<file path="src/dbra_pkg.sv">
// ----------------------------------------------------------------------------
// dbra_pkg: shared types and constants
// Widths, register indexes, back-end states and the interface structs
// between the back end, the divider and the top level.
// ----------------------------------------------------------------------------
package dbra_pkg;

   localparam int ACC_W       = 32;
   localparam int SAMPLE_W    = 8;
   localparam int FACTOR_W    = 31;
   localparam int BN_SHIFT    = 3;
   localparam int POOL_ROWS   = 8;
   localparam int POOL_CNT_W  = $clog2(POOL_ROWS);
   localparam int DIV_CNT_W   = $clog2(ACC_W);
   localparam int QUEUE_DEPTH = 2;
   localparam int QUEUE_AW    = $clog2(QUEUE_DEPTH);
   localparam int CSR_IDX_W   = 2;

   localparam logic signed [ACC_W-1:0] CLIP_HIGH = 32'sd127;
   localparam logic signed [ACC_W-1:0] CLIP_LOW  = -32'sd128;

   localparam logic [FACTOR_W-1:0] BN_FACTOR_RESET = 31'd8;

   typedef enum logic [CSR_IDX_W-1:0] {
      CSR_BN_FACTOR    = 2'd0,
      CSR_BN_OFFSET    = 2'd1,
      CSR_REORDER_MODE = 2'd2
   } csr_index_type;

   typedef enum logic [2:0] {
      BK_IDLE,
      BK_ROW_DIV,
      BK_ACCUM,
      BK_POOL_SUM,
      BK_POOL_DIV_START,
      BK_POOL_DIV,
      BK_EMIT
   } back_state_type;

   typedef struct packed {
      logic [FACTOR_W-1:0] bn_factor;
      logic [ACC_W-1:0]    bn_offset;
      logic                reorder_mode;
   } cfg_type;

   typedef struct packed {
      logic                start;
      logic [ACC_W-1:0]    dividend;
      logic [FACTOR_W-1:0] divisor;
   } div_req_type;

   typedef struct packed {
      logic             done;
      logic [ACC_W-1:0] quotient;
   } div_rsp_type;

endpackage

</file>
<file path="src/dbra_if.sv">
// ----------------------------------------------------------------------------
// dbra channel interfaces
// Request, response and register-write channels, each with valid/ready.
// ----------------------------------------------------------------------------
interface dbra_req_if
   import dbra_pkg::*;
   ();
   logic                       valid;
   logic                       ready;
   logic signed [SAMPLE_W-1:0] data_sample;
   logic signed [SAMPLE_W-1:0] weight_sample;
   logic                       last_in_row;

   modport source (output valid, output data_sample, output weight_sample,
                   output last_in_row, input ready);
   modport sink   (input valid, input data_sample, input weight_sample,
                   input last_in_row, output ready);
endinterface

interface dbra_rsp_if
   import dbra_pkg::*;
   ();
   logic                       valid;
   logic                       ready;
   logic signed [SAMPLE_W-1:0] result_value;
   logic                       div_error;

   modport source (output valid, output result_value, output div_error, input ready);
   modport sink   (input valid, input result_value, input div_error, output ready);
endinterface

interface dbra_csr_if
   import dbra_pkg::*;
   ();
   logic                 valid;
   logic                 ready;
   logic [CSR_IDX_W-1:0] index;
   logic [ACC_W-1:0]     data;

   modport source (output valid, output index, output data, input ready);
   modport sink   (input valid, input index, input data, output ready);
endinterface

</file>
<file path="src/int8_dot_bn_relu_avgpool.sv">
// ----------------------------------------------------------------------------
// int8_dot_bn_relu_avgpool: int8 dot product, batch norm, ReLU, 8-row pool
// Top level: register file, front end, row queue, back end and divider.
// ----------------------------------------------------------------------------
// The front end takes one sample every cycle while the two-entry row queue
// has room, and stalls every sample while the queue is full. The back end
// handles a row in BK_IDLE and BK_ACCUM, adding BK_ROW_DIV in normal mode
// when the batch-norm quotient is computed on the radix-2 divider (one
// quotient bit per cycle, 32 steps). A pool end adds BK_POOL_SUM and BK_EMIT,
// plus BK_POOL_DIV_START and BK_POOL_DIV in reordered mode, where the pooled
// division runs on the same divider. The result waits in an output register while
// new samples keep flowing in. Register writes complete in the cycle they are presented.
module int8_dot_bn_relu_avgpool
   import dbra_pkg::*;
(
   input  logic       clock,
   input  logic       reset,
   dbra_req_if.sink   req_ch,
   dbra_rsp_if.source rsp_ch,
   dbra_csr_if.sink   csr_ch
);

   logic [FACTOR_W-1:0] factor_ff, factor_in;
   logic [ACC_W-1:0]    offset_ff, offset_in;
   logic                mode_ff, mode_in;
   cfg_type             cfg;

   logic             push_valid;
   logic [ACC_W-1:0] push_data;
   logic             push_ready;
   logic             q_pop;
   logic             q_empty;
   logic [ACC_W-1:0] q_data;
   div_req_type      div_req;
   div_rsp_type      div_rsp;

   assign csr_ch.ready = 1'b1;

   always_comb begin
      factor_in = factor_ff;
      offset_in = offset_ff;
      mode_in   = mode_ff;
      if (csr_ch.valid) begin
         case (csr_index_type'(csr_ch.index))
            CSR_BN_FACTOR:    factor_in = csr_ch.data[FACTOR_W-1:0];
            CSR_BN_OFFSET:    offset_in = csr_ch.data;
            CSR_REORDER_MODE: mode_in   = csr_ch.data[0];
            default:          mode_in   = mode_ff;
         endcase
      end
   end

   always_ff @(posedge clock) begin
      if (reset) begin
         factor_ff <= BN_FACTOR_RESET;
         offset_ff <= '0;
         mode_ff   <= 1'b0;
      end else begin
         factor_ff <= factor_in;
         offset_ff <= offset_in;
         mode_ff   <= mode_in;
      end
   end

   assign cfg.bn_factor    = factor_ff;
   assign cfg.bn_offset    = offset_ff;
   assign cfg.reorder_mode = mode_ff;

   dbra_front u_front (
      .clock      (clock),
      .reset      (reset),
      .req        (req_ch),
      .push_valid (push_valid),
      .push_data  (push_data),
      .push_ready (push_ready)
   );

   dbra_queue u_queue (
      .clock      (clock),
      .reset      (reset),
      .push_valid (push_valid),
      .push_data  (push_data),
      .push_ready (push_ready),
      .pop        (q_pop),
      .empty      (q_empty),
      .pop_data   (q_data)
   );

   dbra_div u_div (
      .clock   (clock),
      .reset   (reset),
      .div_req (div_req),
      .div_rsp (div_rsp)
   );

   dbra_back u_back (
      .clock   (clock),
      .reset   (reset),
      .cfg     (cfg),
      .q_empty (q_empty),
      .q_data  (q_data),
      .q_pop   (q_pop),
      .div_req (div_req),
      .div_rsp (div_rsp),
      .rsp     (rsp_ch)
   );

endmodule

</file>
<file path="src/dbra_front.sv">
// ----------------------------------------------------------------------------
// dbra_front: sample intake and dot-product accumulation
// Multiplies each accepted sample by its weight and accumulates; a row end
// pushes the finished dot product into the row queue.
// ----------------------------------------------------------------------------
module dbra_front
   import dbra_pkg::*;
(
   input  logic              clock,
   input  logic              reset,
   dbra_req_if.sink          req,
   output logic              push_valid,
   output logic [ACC_W-1:0]  push_data,
   input  logic              push_ready
);

   logic [ACC_W-1:0]             acc_ff, acc_in;
   logic signed [2*SAMPLE_W-1:0] prod;
   logic [ACC_W-1:0]             sum;
   logic                         accept;

   assign req.ready = push_ready;
   assign accept    = req.valid && push_ready;
   assign prod      = req.data_sample * req.weight_sample;
   assign sum       = acc_ff + ACC_W'(prod);

   assign push_valid = accept && req.last_in_row;
   assign push_data  = sum;

   always_comb begin
      acc_in = acc_ff;
      if (accept) begin
         acc_in = req.last_in_row ? '0 : sum;
      end
   end

   always_ff @(posedge clock) begin
      if (reset) begin
         acc_ff <= '0;
      end else begin
         acc_ff <= acc_in;
      end
   end

endmodule

</file>
<file path="src/dbra_queue.sv">
// ----------------------------------------------------------------------------
// dbra_queue: row queue
// Small FIFO of finished dot products between front and back end.
// ----------------------------------------------------------------------------
module dbra_queue
   import dbra_pkg::*;
(
   input  logic             clock,
   input  logic             reset,
   input  logic             push_valid,
   input  logic [ACC_W-1:0] push_data,
   output logic             push_ready,
   input  logic             pop,
   output logic             empty,
   output logic [ACC_W-1:0] pop_data
);

   logic [ACC_W-1:0]    mem_ff [QUEUE_DEPTH];
   logic [QUEUE_AW-1:0] wr_ptr_ff, wr_ptr_in;
   logic [QUEUE_AW-1:0] rd_ptr_ff, rd_ptr_in;
   logic [QUEUE_AW:0]   count_ff, count_in;
   logic                do_push, do_pop;

   assign push_ready = count_ff != (QUEUE_AW+1)'(QUEUE_DEPTH);
   assign empty      = count_ff == '0;
   assign pop_data   = mem_ff[rd_ptr_ff];
   assign do_push    = push_valid && push_ready;
   assign do_pop     = pop && !empty;

   always_comb begin
      wr_ptr_in = do_push ? wr_ptr_ff + 1'b1 : wr_ptr_ff;
      rd_ptr_in = do_pop  ? rd_ptr_ff + 1'b1 : rd_ptr_ff;
      count_in  = count_ff;
      if (do_push && !do_pop) begin
         count_in = count_ff + 1'b1;
      end else if (do_pop && !do_push) begin
         count_in = count_ff - 1'b1;
      end
   end

   always_ff @(posedge clock) begin
      if (do_push) begin
         mem_ff[wr_ptr_ff] <= push_data;
      end
   end

   always_ff @(posedge clock) begin
      if (reset) begin
         wr_ptr_ff <= '0;
         rd_ptr_ff <= '0;
         count_ff  <= '0;
      end else begin
         wr_ptr_ff <= wr_ptr_in;
         rd_ptr_ff <= rd_ptr_in;
         count_ff  <= count_in;
      end
   end

endmodule

</file>
<file path="src/dbra_div.sv">
// ----------------------------------------------------------------------------
// dbra_div: unsigned restoring divider
// One quotient bit per cycle; done pulses in the cycle after the last step.
// ----------------------------------------------------------------------------
module dbra_div
   import dbra_pkg::*;
(
   input  logic        clock,
   input  logic        reset,
   input  div_req_type div_req,
   output div_rsp_type div_rsp
);

   logic                 busy_ff, busy_in;
   logic                 done_ff, done_in;
   logic [DIV_CNT_W-1:0] cnt_ff, cnt_in;
   logic [ACC_W-1:0]     quo_ff, quo_in;
   logic [ACC_W-1:0]     rem_ff, rem_in;
   logic [FACTOR_W-1:0]  dsr_ff, dsr_in;
   logic [ACC_W-1:0]     trial;
   logic [ACC_W-1:0]     diff;
   logic                 ge;

   assign trial = {rem_ff[ACC_W-2:0], quo_ff[ACC_W-1]};
   assign ge    = trial >= {1'b0, dsr_ff};
   assign diff  = trial - {1'b0, dsr_ff};

   always_comb begin
      busy_in = busy_ff;
      done_in = 1'b0;
      cnt_in  = cnt_ff;
      quo_in  = quo_ff;
      rem_in  = rem_ff;
      dsr_in  = dsr_ff;
      if (div_req.start) begin
         busy_in = 1'b1;
         cnt_in  = '1;
         quo_in  = div_req.dividend;
         rem_in  = '0;
         dsr_in  = div_req.divisor;
      end else if (busy_ff) begin
         rem_in = ge ? diff : trial;
         quo_in = {quo_ff[ACC_W-2:0], ge};
         cnt_in = cnt_ff - 1'b1;
         if (cnt_ff == '0) begin
            busy_in = 1'b0;
            done_in = 1'b1;
         end
      end
   end

   always_ff @(posedge clock) begin
      if (reset) begin
         busy_ff <= 1'b0;
         done_ff <= 1'b0;
      end else begin
         busy_ff <= busy_in;
         done_ff <= done_in;
      end
      cnt_ff <= cnt_in;
      quo_ff <= quo_in;
      rem_ff <= rem_in;
      dsr_ff <= dsr_in;
   end

   assign div_rsp.done     = done_ff;
   assign div_rsp.quotient = quo_ff;

endmodule

</file>
<file path="src/dbra_back.sv">
// ----------------------------------------------------------------------------
// dbra_back: batch norm, ReLU and pooling sequencer
// Takes finished dot products from the row queue, rectifies them, sums eight
// rows, normalizing per row or the sum, and emits the clipped pooled value.
// ----------------------------------------------------------------------------
module dbra_back
   import dbra_pkg::*;
(
   input  logic             clock,
   input  logic             reset,
   input  cfg_type          cfg,
   input  logic             q_empty,
   input  logic [ACC_W-1:0] q_data,
   output logic             q_pop,
   output div_req_type      div_req,
   input  div_rsp_type      div_rsp,
   dbra_rsp_if.source       rsp
);

   back_state_type state_ff, state_in;

   logic [ACC_W-1:0]      e_ff, e_in;
   logic [ACC_W-1:0]      pool_ff, pool_in;
   logic [POOL_CNT_W-1:0] count_ff, count_in;
   logic                  err_ff, err_in;
   logic [ACC_W-1:0]      fin_ff, fin_in;
   logic                  neg_ff, neg_in;
   logic                  rsp_valid_ff, rsp_valid_in;
   logic [SAMPLE_W-1:0]   result_ff, result_in;
   logic                  div_error_ff, div_error_in;

   logic signed [ACC_W-1:0] off3;
   logic signed [ACC_W-1:0] thr;
   logic [ACC_W-1:0]        e_reo;
   logic [ACC_W-1:0]        num;
   logic                    num_pos;
   logic [FACTOR_W-1:0]     row_div;
   logic                    row_div_zero;
   logic                    factor_zero;
   logic [ACC_W-1:0]        fin_abs;
   logic [SAMPLE_W-1:0]     clipped;
   logic                    slot_free;
   logic                    rsp_load;
   logic                    row_div_start;

   assign off3         = $signed(cfg.bn_offset) >>> BN_SHIFT;
   assign thr          = -off3;
   assign e_reo        = ($signed(q_data) > thr) ? q_data : thr;
   assign num          = q_data + off3;
   assign num_pos      = !num[ACC_W-1] && (num != '0);
   assign row_div      = FACTOR_W'(cfg.bn_factor >> BN_SHIFT);
   assign row_div_zero = row_div == '0;
   assign factor_zero  = cfg.bn_factor == '0;
   assign fin_abs      = fin_ff[ACC_W-1] ? ('0 - fin_ff) : fin_ff;
   assign slot_free    = !rsp_valid_ff || rsp.ready;

   always_comb begin
      if ($signed(fin_ff) > CLIP_HIGH) begin
         clipped = SAMPLE_W'(CLIP_HIGH);
      end else if ($signed(fin_ff) < CLIP_LOW) begin
         clipped = SAMPLE_W'(CLIP_LOW);
      end else begin
         clipped = fin_ff[SAMPLE_W-1:0];
      end
   end

   // next state
   always_comb begin
      state_in = state_ff;
      case (state_ff)
         BK_IDLE: begin
            if (!q_empty) begin
               if (!cfg.reorder_mode && !row_div_zero && num_pos) begin
                  state_in = BK_ROW_DIV;
               end else begin
                  state_in = BK_ACCUM;
               end
            end
         end
         BK_ROW_DIV: begin
            if (div_rsp.done) begin
               state_in = BK_ACCUM;
            end
         end
         BK_ACCUM: begin
            if (count_ff == POOL_CNT_W'(POOL_ROWS-1)) begin
               state_in = BK_POOL_SUM;
            end else begin
               state_in = BK_IDLE;
            end
         end
         BK_POOL_SUM: begin
            if (cfg.reorder_mode && !factor_zero) begin
               state_in = BK_POOL_DIV_START;
            end else begin
               state_in = BK_EMIT;
            end
         end
         BK_POOL_DIV_START: begin
            state_in = BK_POOL_DIV;
         end
         BK_POOL_DIV: begin
            if (div_rsp.done) begin
               state_in = BK_EMIT;
            end
         end
         BK_EMIT: begin
            if (slot_free) begin
               state_in = BK_IDLE;
            end
         end
         default: begin
            state_in = BK_IDLE;
         end
      endcase
   end

   // control strobes
   always_comb begin
      q_pop         = 1'b0;
      row_div_start = 1'b0;
      rsp_load      = 1'b0;
      div_req       = '0;
      case (state_ff)
         BK_IDLE: begin
            q_pop            = !q_empty;
            row_div_start    = !q_empty && !cfg.reorder_mode && !row_div_zero && num_pos;
            div_req.start    = row_div_start;
            div_req.dividend = num;
            div_req.divisor  = row_div;
         end
         BK_POOL_DIV_START: begin
            div_req.start    = 1'b1;
            div_req.dividend = fin_abs;
            div_req.divisor  = cfg.bn_factor;
         end
         BK_EMIT: begin
            rsp_load = slot_free;
         end
         default: begin
            q_pop = 1'b0;
         end
      endcase
   end

   // datapath
   always_comb begin
      e_in         = e_ff;
      pool_in      = pool_ff;
      count_in     = count_ff;
      err_in       = err_ff;
      fin_in       = fin_ff;
      neg_in       = neg_ff;
      result_in    = result_ff;
      div_error_in = div_error_ff;
      case (state_ff)
         BK_IDLE: begin
            if (q_pop) begin
               e_in = '0;
               if (cfg.reorder_mode) begin
                  e_in = e_reo;
               end else if (row_div_zero) begin
                  err_in = 1'b1;
               end
            end
         end
         BK_ROW_DIV: begin
            if (div_rsp.done) begin
               e_in = div_rsp.quotient;
            end
         end
         BK_ACCUM: begin
            pool_in  = pool_ff + e_ff;
            count_in = count_ff + 1'b1;
         end
         BK_POOL_SUM: begin
            if (cfg.reorder_mode) begin
               fin_in = pool_ff + cfg.bn_offset;
               if (factor_zero) begin
                  err_in = 1'b1;
               end
            end else begin
               fin_in = $signed(pool_ff) >>> BN_SHIFT;
            end
         end
         BK_POOL_DIV_START: begin
            neg_in = fin_ff[ACC_W-1];
         end
         BK_POOL_DIV: begin
            if (div_rsp.done) begin
               fin_in = neg_ff ? ('0 - div_rsp.quotient) : div_rsp.quotient;
            end
         end
         BK_EMIT: begin
            if (rsp_load) begin
               result_in    = err_ff ? '0 : clipped;
               div_error_in = err_ff;
               pool_in      = '0;
               err_in       = 1'b0;
            end
         end
         default: begin
            e_in = e_ff;
         end
      endcase
   end

   always_comb begin
      rsp_valid_in = rsp_valid_ff;
      if (rsp_load) begin
         rsp_valid_in = 1'b1;
      end else if (rsp.ready) begin
         rsp_valid_in = 1'b0;
      end
   end

   always_ff @(posedge clock) begin
      if (reset) begin
         state_ff     <= BK_IDLE;
         pool_ff      <= '0;
         count_ff     <= '0;
         err_ff       <= 1'b0;
         rsp_valid_ff <= 1'b0;
      end else begin
         state_ff     <= state_in;
         pool_ff      <= pool_in;
         count_ff     <= count_in;
         err_ff       <= err_in;
         rsp_valid_ff <= rsp_valid_in;
      end
      e_ff         <= e_in;
      fin_ff       <= fin_in;
      neg_ff       <= neg_in;
      result_ff    <= result_in;
      div_error_ff <= div_error_in;
   end

   assign rsp.valid        = rsp_valid_ff;
   assign rsp.result_value = result_ff;
   assign rsp.div_error    = div_error_ff;

endmodule
</file>
<file path="src/flat_wrapper.sv">
// flat-port wrapper written by rule: the top's interface ports become plain ports
module int8_dot_bn_relu_avgpool_flat import dbra_pkg::*;
  (clock, reset, req_ch_valid, req_ch_data_sample, req_ch_weight_sample, req_ch_last_in_row, req_ch_ready, rsp_ch_valid, rsp_ch_result_value, rsp_ch_div_error, rsp_ch_ready, csr_ch_valid, csr_ch_index, csr_ch_data, csr_ch_ready);
  dbra_req_if req_ch_i ();
  dbra_rsp_if rsp_ch_i ();
  dbra_csr_if csr_ch_i ();
  input  logic clock;
  input  logic reset;
  input wire logic [$bits(req_ch_i.valid)-1:0] req_ch_valid;
  input wire logic [$bits(req_ch_i.data_sample)-1:0] req_ch_data_sample;
  input wire logic [$bits(req_ch_i.weight_sample)-1:0] req_ch_weight_sample;
  input wire logic [$bits(req_ch_i.last_in_row)-1:0] req_ch_last_in_row;
  output wire logic [$bits(req_ch_i.ready)-1:0] req_ch_ready;
  output wire logic [$bits(rsp_ch_i.valid)-1:0] rsp_ch_valid;
  output wire logic [$bits(rsp_ch_i.result_value)-1:0] rsp_ch_result_value;
  output wire logic [$bits(rsp_ch_i.div_error)-1:0] rsp_ch_div_error;
  input wire logic [$bits(rsp_ch_i.ready)-1:0] rsp_ch_ready;
  input wire logic [$bits(csr_ch_i.valid)-1:0] csr_ch_valid;
  input wire logic [$bits(csr_ch_i.index)-1:0] csr_ch_index;
  input wire logic [$bits(csr_ch_i.data)-1:0] csr_ch_data;
  output wire logic [$bits(csr_ch_i.ready)-1:0] csr_ch_ready;
  assign req_ch_i.valid = req_ch_valid;
  assign req_ch_i.data_sample = req_ch_data_sample;
  assign req_ch_i.weight_sample = req_ch_weight_sample;
  assign req_ch_i.last_in_row = req_ch_last_in_row;
  assign req_ch_ready = req_ch_i.ready;
  assign rsp_ch_valid = rsp_ch_i.valid;
  assign rsp_ch_result_value = rsp_ch_i.result_value;
  assign rsp_ch_div_error = rsp_ch_i.div_error;
  assign rsp_ch_i.ready = rsp_ch_ready;
  assign csr_ch_i.valid = csr_ch_valid;
  assign csr_ch_i.index = csr_ch_index;
  assign csr_ch_i.data = csr_ch_data;
  assign csr_ch_ready = csr_ch_i.ready;
  int8_dot_bn_relu_avgpool u_core (.clock(clock), .reset(reset), .req_ch(req_ch_i), .rsp_ch(rsp_ch_i), .csr_ch(csr_ch_i));
endmodule
</file>
<file path="config.mk">
export PLATFORM = sky130hd
export DESIGN_NAME = int8_dot_bn_relu_avgpool_flat
export DESIGN_NICKNAME = d
export VERILOG_FILES = /design/src/dbra_pkg.sv /design/src/dbra_if.sv /design/src/int8_dot_bn_relu_avgpool.sv /design/src/dbra_front.sv /design/src/dbra_queue.sv /design/src/dbra_div.sv /design/src/dbra_back.sv /design/src/flat_wrapper.sv
export SDC_FILE = /design/constraint.sdc
export NUM_CORES = 1
export LEC_CHECK = 0
export BUFFER_PORTS_ARGS = -buffer_cell sky130_fd_sc_hd__buf_4
export CAP_MARGIN = 20
export CORE_MARGIN = 2
export CORE_UTILIZATION = 30
export DETAILED_ROUTE_END_ITERATION = 7
export PLACE_DENSITY = 0.46
export SYNTH_ARGS = -nofsm -noshare
export SYNTH_HDL_FRONTEND = slang
export SYNTH_HIERARCHICAL = 1
export SYNTH_SLANG_ARGS = --single-unit
export TNS_END_PERCENT = 5
</file>
<file path="constraint.sdc">
create_clock -name clock -period 11 [get_ports clock]
set_input_delay 1.1 -clock clock [delete_from_list [all_inputs] [get_ports clock]]
set_output_delay 1.1 -clock clock [all_outputs]
set_load 0.03 [all_outputs]
</file>
* Word-level counts from Yosys, hierarchy flattened
Memories as Yosys holds them, arrays and structs flattened. A register that Yosys moved wholly into a read port is not among the register bits.
Cells that the tools add are included.
** Operators by class
- Add/sub/neg operators :: 14
- Multiply operators :: 1
- $lt $le $gt $ge :: 4
- Eq/ne operators :: 20
- Multiplexer cells :: 48
- Bitwise logic cells :: 1
- Reductions and logical operators :: 47
** Operators by type and width (count)
- two-way mux 32 bit :: 12
- case mux 32 bit (2 select lines) :: 3
- adder 32 bit :: 4
- case mux 64 bit (2 select lines) :: 1
- subtractor 1 x 32 -> 32 bit, first input constant :: 2
- logical NOT 31 bit :: 2
- greater-or-equal comparator 32 x 31 -> 1 bit :: 1
- greater-than comparator 32 bit :: 1
- greater-than comparator 32 x 8 -> 1 bit, second input constant :: 1
- < comparator 32 x 8 -> 1 bit, second input constant :: 1
- negator 29 -> 32 bit :: 1
- nonzero test 32 bit :: 1
- two-way mux 31 bit :: 1
- subtractor 31 bit :: 1
- case mux 3 bit (7 select lines) :: 1
- two-way mux 1 bit :: 18
- multiplier 8 x 8 -> 16 bit :: 1
- inequality test 2 bit, second input constant :: 7
- logical AND 1 bit :: 13
- equality test 3 bit, second input constant :: 4
- two-way mux 3 bit :: 4
- AND reduction 2 bit :: 6
- nonzero test 2 bit :: 6
- two-way mux 2 bit :: 5
- other kinds (25) :: 38
** Storage, ports and cells
- Register bits :: 315
- Memory bits (writable) :: 64
- Output and inout bits :: 12
- Logic and storage cells :: 160
- Memories kept :: 1
** Memory list
- u_core.u_queue.mem_ff :: words 2, width 32, read ports 1, clocked after memory_dff 1, wr ports 1, line dbra_queue.sv:18 : logic [ACC_W-1:0] mem_ff [QUEUE_DEPTH];

* Depth between registers and ports, before layout
- Word-level depth :: 8
- Gate-level depth with buffers :: 31
- Mapped depth without buffers :: 31

* Cells and area by module
The synthesis kept the hierarchy.
** By module, submodules not included
- dbra_back :: instances 1, cells an instance 1618, area each 13067.5 um2, sequential area each 3022.9 um2
- dbra_div :: instances 1, cells an instance 555, area each 5710.5 um2, sequential area each 2652.5 um2
- dbra_front :: instances 1, cells an instance 592, area each 5034.8 um2, sequential area each 640.6 um2
- int8_dot_bn_relu_avgpool :: instances 1, cells an instance 249, area each 2671.3 um2, sequential area each 1281.2 um2
- dbra_queue :: instances 1, cells an instance 124, area each 2528.7 um2, sequential area each 2021.9 um2

* Worst setup path before layout
No wires, ideal clock.
- Kind :: input to register
- Start point :: in req_ch_weight_sample[2]
- End point :: reg u_core.u_front.acc_ff[31]
- Setup time :: 0.074 ns
- Arrival :: 7.869 ns
- Slack :: 3.057 ns
- Cell stages on the path :: 28
- Path buffers :: 0
- Path through :: and2_1 > fa_1 > inv_1 > fa_1 > inv_1 > fa_1 > inv_1 > fa_1 > inv_1 > ha_1 > nand2_1 > o211ai_1 > a31oi_1 > o21bai_1 > a2111oi_0 > or3_1 > xnor2_1 > ha_1 > a21oi_1 > o21ai_0 > a31oi_1 > nand2_1 > a31oi_4 > o21ai_2 > o31ai_4 > xor2_1 > or4_1 > a31oi_1
** On the way
- Cells in the longest elaborated chain, start to end :: 3
** Ends and longest elaborated chain
- start: declaration :: line flat_wrapper.sv:11 : input wire logic [$bits(req_ch_i.weight_sample)-1:0] req_ch_weight_sample;
- multiplier 8 x 8 -> 16 bit :: line dbra_front.sv:24 : assign prod = req.data_sample * req.weight_sample;
- adder 32 bit :: line dbra_front.sv:25 : assign sum = acc_ff + ACC_W'(prod);
- two-way mux 32 bit :: line dbra_front.sv:33 : acc_in = req.last_in_row ? '0 : sum;
- end signal: assignment :: line dbra_front.sv:41 : acc_ff <= acc_in;
- end: declaration :: line dbra_front.sv:17 : logic [ACC_W-1:0] acc_ff, acc_in;
No other way between the ends.
A chain may end at the register's enable or synchronous reset.

* Worst setup path in the final report
Same ends and word-level chain as after synthesis.

==> impl_metrics.json <==
{
  "fillers": 9987,
  "critPathKind": "primary input to flip-flop",
  "clock_skew_ps": 37.11,
  "fin_crit_ps": 7860,
  "antenna_found_initial": 2,
  "drc": 0,
  "die_w_um": 315.0,
  "synthXorXnorAreaFrac_pct": 7.306,
  "drv_slew": 0,
  "worst-r2r-cell-count": 18,
  "drive_gt1_share_pct": 8.746,
  "dpl.hpwl_um": 70180,
  "hp-class": "flip-flop to flip-flop",
  "worstSkewPairLatency_ps": 630,
  "synth_commonest_cells": "a21oi_1, ha_1, nand2_1",
  "relSlewSlack_pct": 33.48,
  "grt-ovfl-total": 0,
  "syn_to_final_growth_pct": 11.49,
  "drt-pass1-iter-count": 5,
  "ant_nets": 0,
  "ir_worst_vdd_v": 0.0001920,
  "fmax_mhz": 127.2,
  "clk_path_buf_depth": 3,
  "cts_buffers": 46,
  "clkTransAtPathRegs_ps": 60,
  "power_per_cell_area_nw_per_um2": 301.6,
  "syn-num-nets": 3479,
  "vias": 23372,
  "ys.warnings.count": 6,
  "cts_hold_buf": 0,
  "syn_area_per_cell_um2": 9.246,
  "worstPathRequired_ps": 11520,
  "setup_tns_ps": 0,
  "postCtsSetupRepairBufs": 0,
  "synth.distinct_cells": 98,
  "cts_tree": "yes",
  "seq_area_frac_synth_pct": 33.16,
  "cap_viol_max_count": 0,
  "synth_top_family_by_area": "compound AO/OA/AOI/OAI gates",
  "ios": 68,
  "fp.coreArea_um2": 96280,
  "finalCritPeriodShare_pct": 71.46,
  "grt_pass1_wl_um": 140300,
  "clockRootBuffer": "clkbuf_16",
  "synth_area_um2": 29010,
  "start_util_pct": 30.13,
  "finalSetupViolCount": 0,
  "synth_compound_area_share_pct": 18.58,
  "r2r_end": "u_core/u_div/quo_ff[29]",
  "cts_resized": 0,
  "crit_path_top_delay_cell": "xnor2_2",
  "grt_max_degree": 71,
  "rsz0062_at_grt": "no",
  "io_buffers": 66,
  "worst-r2r-setup-slack_ps": 3730,
  "die_h_um": 315.0,
  "wl_per_cell_um": 20.42,
  "dieArea_um2": 99210,
  "cp-start-kind": "primary input",
  "cp-endpoint": "u_core/u_front/acc_ff[31]",
  "gp_congestion": 0.8935,
  "max_stage_delay_ps": 790,
  "arrival_ps": 8380,
  "ys_ff_latch": 380,
  "synth_top_cell_by_area": "edfxtp_1",
  "synth_top_cell_area_share_pct": 20.80,
  "nNetsFinal": 3493,
  "worst_pin_slew_ps": 996.7,
  "endpoint_kind": "flip-flop",
  "dr.first_iter.drc_count": 1715,
  "crit_path_max_fanout": 18,
  "row_count": 114,
  "drt-total-wl_um": 91220,
  "status": "completed",
  "grt_pass1_vias": 22718,
  "power_mw": 9.757,
  "cp-startpoint": "req_ch_weight_sample[2]",
  "ys_top_cells_by_area": "edfxtp_1, dfxtp_1, ha_1",
  "synth_edf_count": 201,
  "muxShareOfSynthArea_pct": 5.869,
  "p_leak_nw": 13.20,
  "avgViaCountPerCell": 5.231,
  "ys.flop_type": "edfxtp_1",
  "yosysMostFrequentCell": "a21oi_1",
  "cts_htree_levels": 2,
  "synth_adder_area_share_pct": 13.84,
  "track_usage_pct": 18.34,
  "ys_async_sr_fraction_pct": 0,
  "cts.sinks": 380,
  "syn_inst": 3138,
  "hold_viol_final": 0,
  "yosys.area_share.simple_pct": 16.64
}
-- sequential cells by signal, indices dropped and copies added, names as in the netlist, 2 cells and up, named ones only --
signal,flops
u_core/factor_ff,31
u_core/u_div/cnt_ff,5
u_core/u_back/rsp.result_value,8
u_core/u_back/count_ff,3
u_core/u_back/pool_ff,32
u_core/u_back/e_ff,32
u_core/u_back/fin_ff,32
u_core/u_div/dsr_ff,31
u_core/offset_ff,32
u_core/u_front/acc_ff,32
u_core/u_queue/count_ff,2
u_core/u_back/state_ff,3
u_core/u_div/rem_ff,31
u_core/u_queue/mem_ff,64
u_core/u_div/quo_ff,32
-- cell type report --
type                            count  area [um^2]  share of cell area, %
Antenna cell                        2        5.005                0.01547
Clock buffer                       71         1348                  4.166
Clock inverter                     15        166.4                 0.5145
Inverter                          175        656.9                  2.031
Multi-Input combinational cell   2445        18130                  56.05
Sequential cell                   380         9622                  29.75
Tap cell                         1276         1597                  4.936
Timing Repair Buffer              104        820.8                  2.538
-- per-layer routing --
metal  global-route usage [%]  vias up  share of wire, %
met1                    25.37    11218                47
met3                    2.802      142               4.6
met4                    7.045        0               3.9
li1                         -    11494                 -
met5                        0        -                 0
met2                    28.68      518                44
-- cells in the final DEF, fill, tap and decap left out, drive strengths merged, types with 27 or more instances in the layout --
cell	count
a211oi	38
a21o	73
a21oi	233
a22o	39
a22oi	30
a31oi	29
and2	51
and3	28
buf	104
clkbuf	71
dfxtp	179
edfxtp	201
fa	60
ha	225
inv	177
mux2	65
mux2i	97
nand2	218
nand2b	132
nand3	54
nand4	58
nor2	206
nor2b	38
nor3	46
o21a	37
o21ai	132
o21bai	27
o22ai	29
o311ai	30
o31ai	27
xnor2	130
xor2	112
-- stage by stage --
step,hold slack (ps),worst slack (ps),utilization [%],cell area [um^2],std cells
after floorplan,440.0,3057,-,29010,3138
after global placement,446.2,2546,31.95,30760,4376
after detailed placement,457.2,2530,31.95,30760,4377
after CTS,466.2,3127,33.53,32280,4463
after global routing,482.2,2595,33.59,32340,4466
final,461.1,3140,33.60,32350,4468
-- critical path: cells and delay by family --
family                   cells  cell delay, ps
AO/OA/AOI/OAI               11            1930
XOR/XNOR                     2             920
buffers and inverters        5             330
adder cells (fa/ha/maj)      6            2770
AND/OR/NAND/NOR              5            1320
-- worst min path at each step --
stage                                          from                         to  slack (ps)  cells past startpoint
after floorplan           u_core/u_back/count_ff[1]  u_core/u_back/count_ff[1]         440                      2
after global routing      u_core/u_back/count_ff[2]  u_core/u_back/count_ff[2]         480                      2
after detailed placement  u_core/u_back/count_ff[2]  u_core/u_back/count_ff[2]         460                      2
after global placement    u_core/u_back/count_ff[1]  u_core/u_back/count_ff[1]         450                      2
after CTS                 u_core/u_back/count_ff[1]  u_core/u_back/count_ff[1]         470                      2
final                     u_core/u_back/count_ff[1]  u_core/u_back/count_ff[1]         460                      2
-- where the power goes --
part	switching [mW]	internal, mW	leakage, nW	total [mW]
Sequential	0.311	2.22	3.33	2.53
Combinational	3.56	2.13	9.12	5.69
Clock	0.658	0.878	0.740	1.54
-- logic make-up (layout without fill, tap and decap cells) --
group | count (synthesis) | count (layout)
and+or+nand+nor | 942 | 942
AOI/OAI and AO/OA | 813 | 813
buffers and inverters | 313 | 365
xor gates and xnor gates | 242 | 242
adders and majority gates | 285 | 285
DFF | 380 | 380
other | 1 | 3
muxes | 162 | 162
Power figures use the tool's default switching activity.
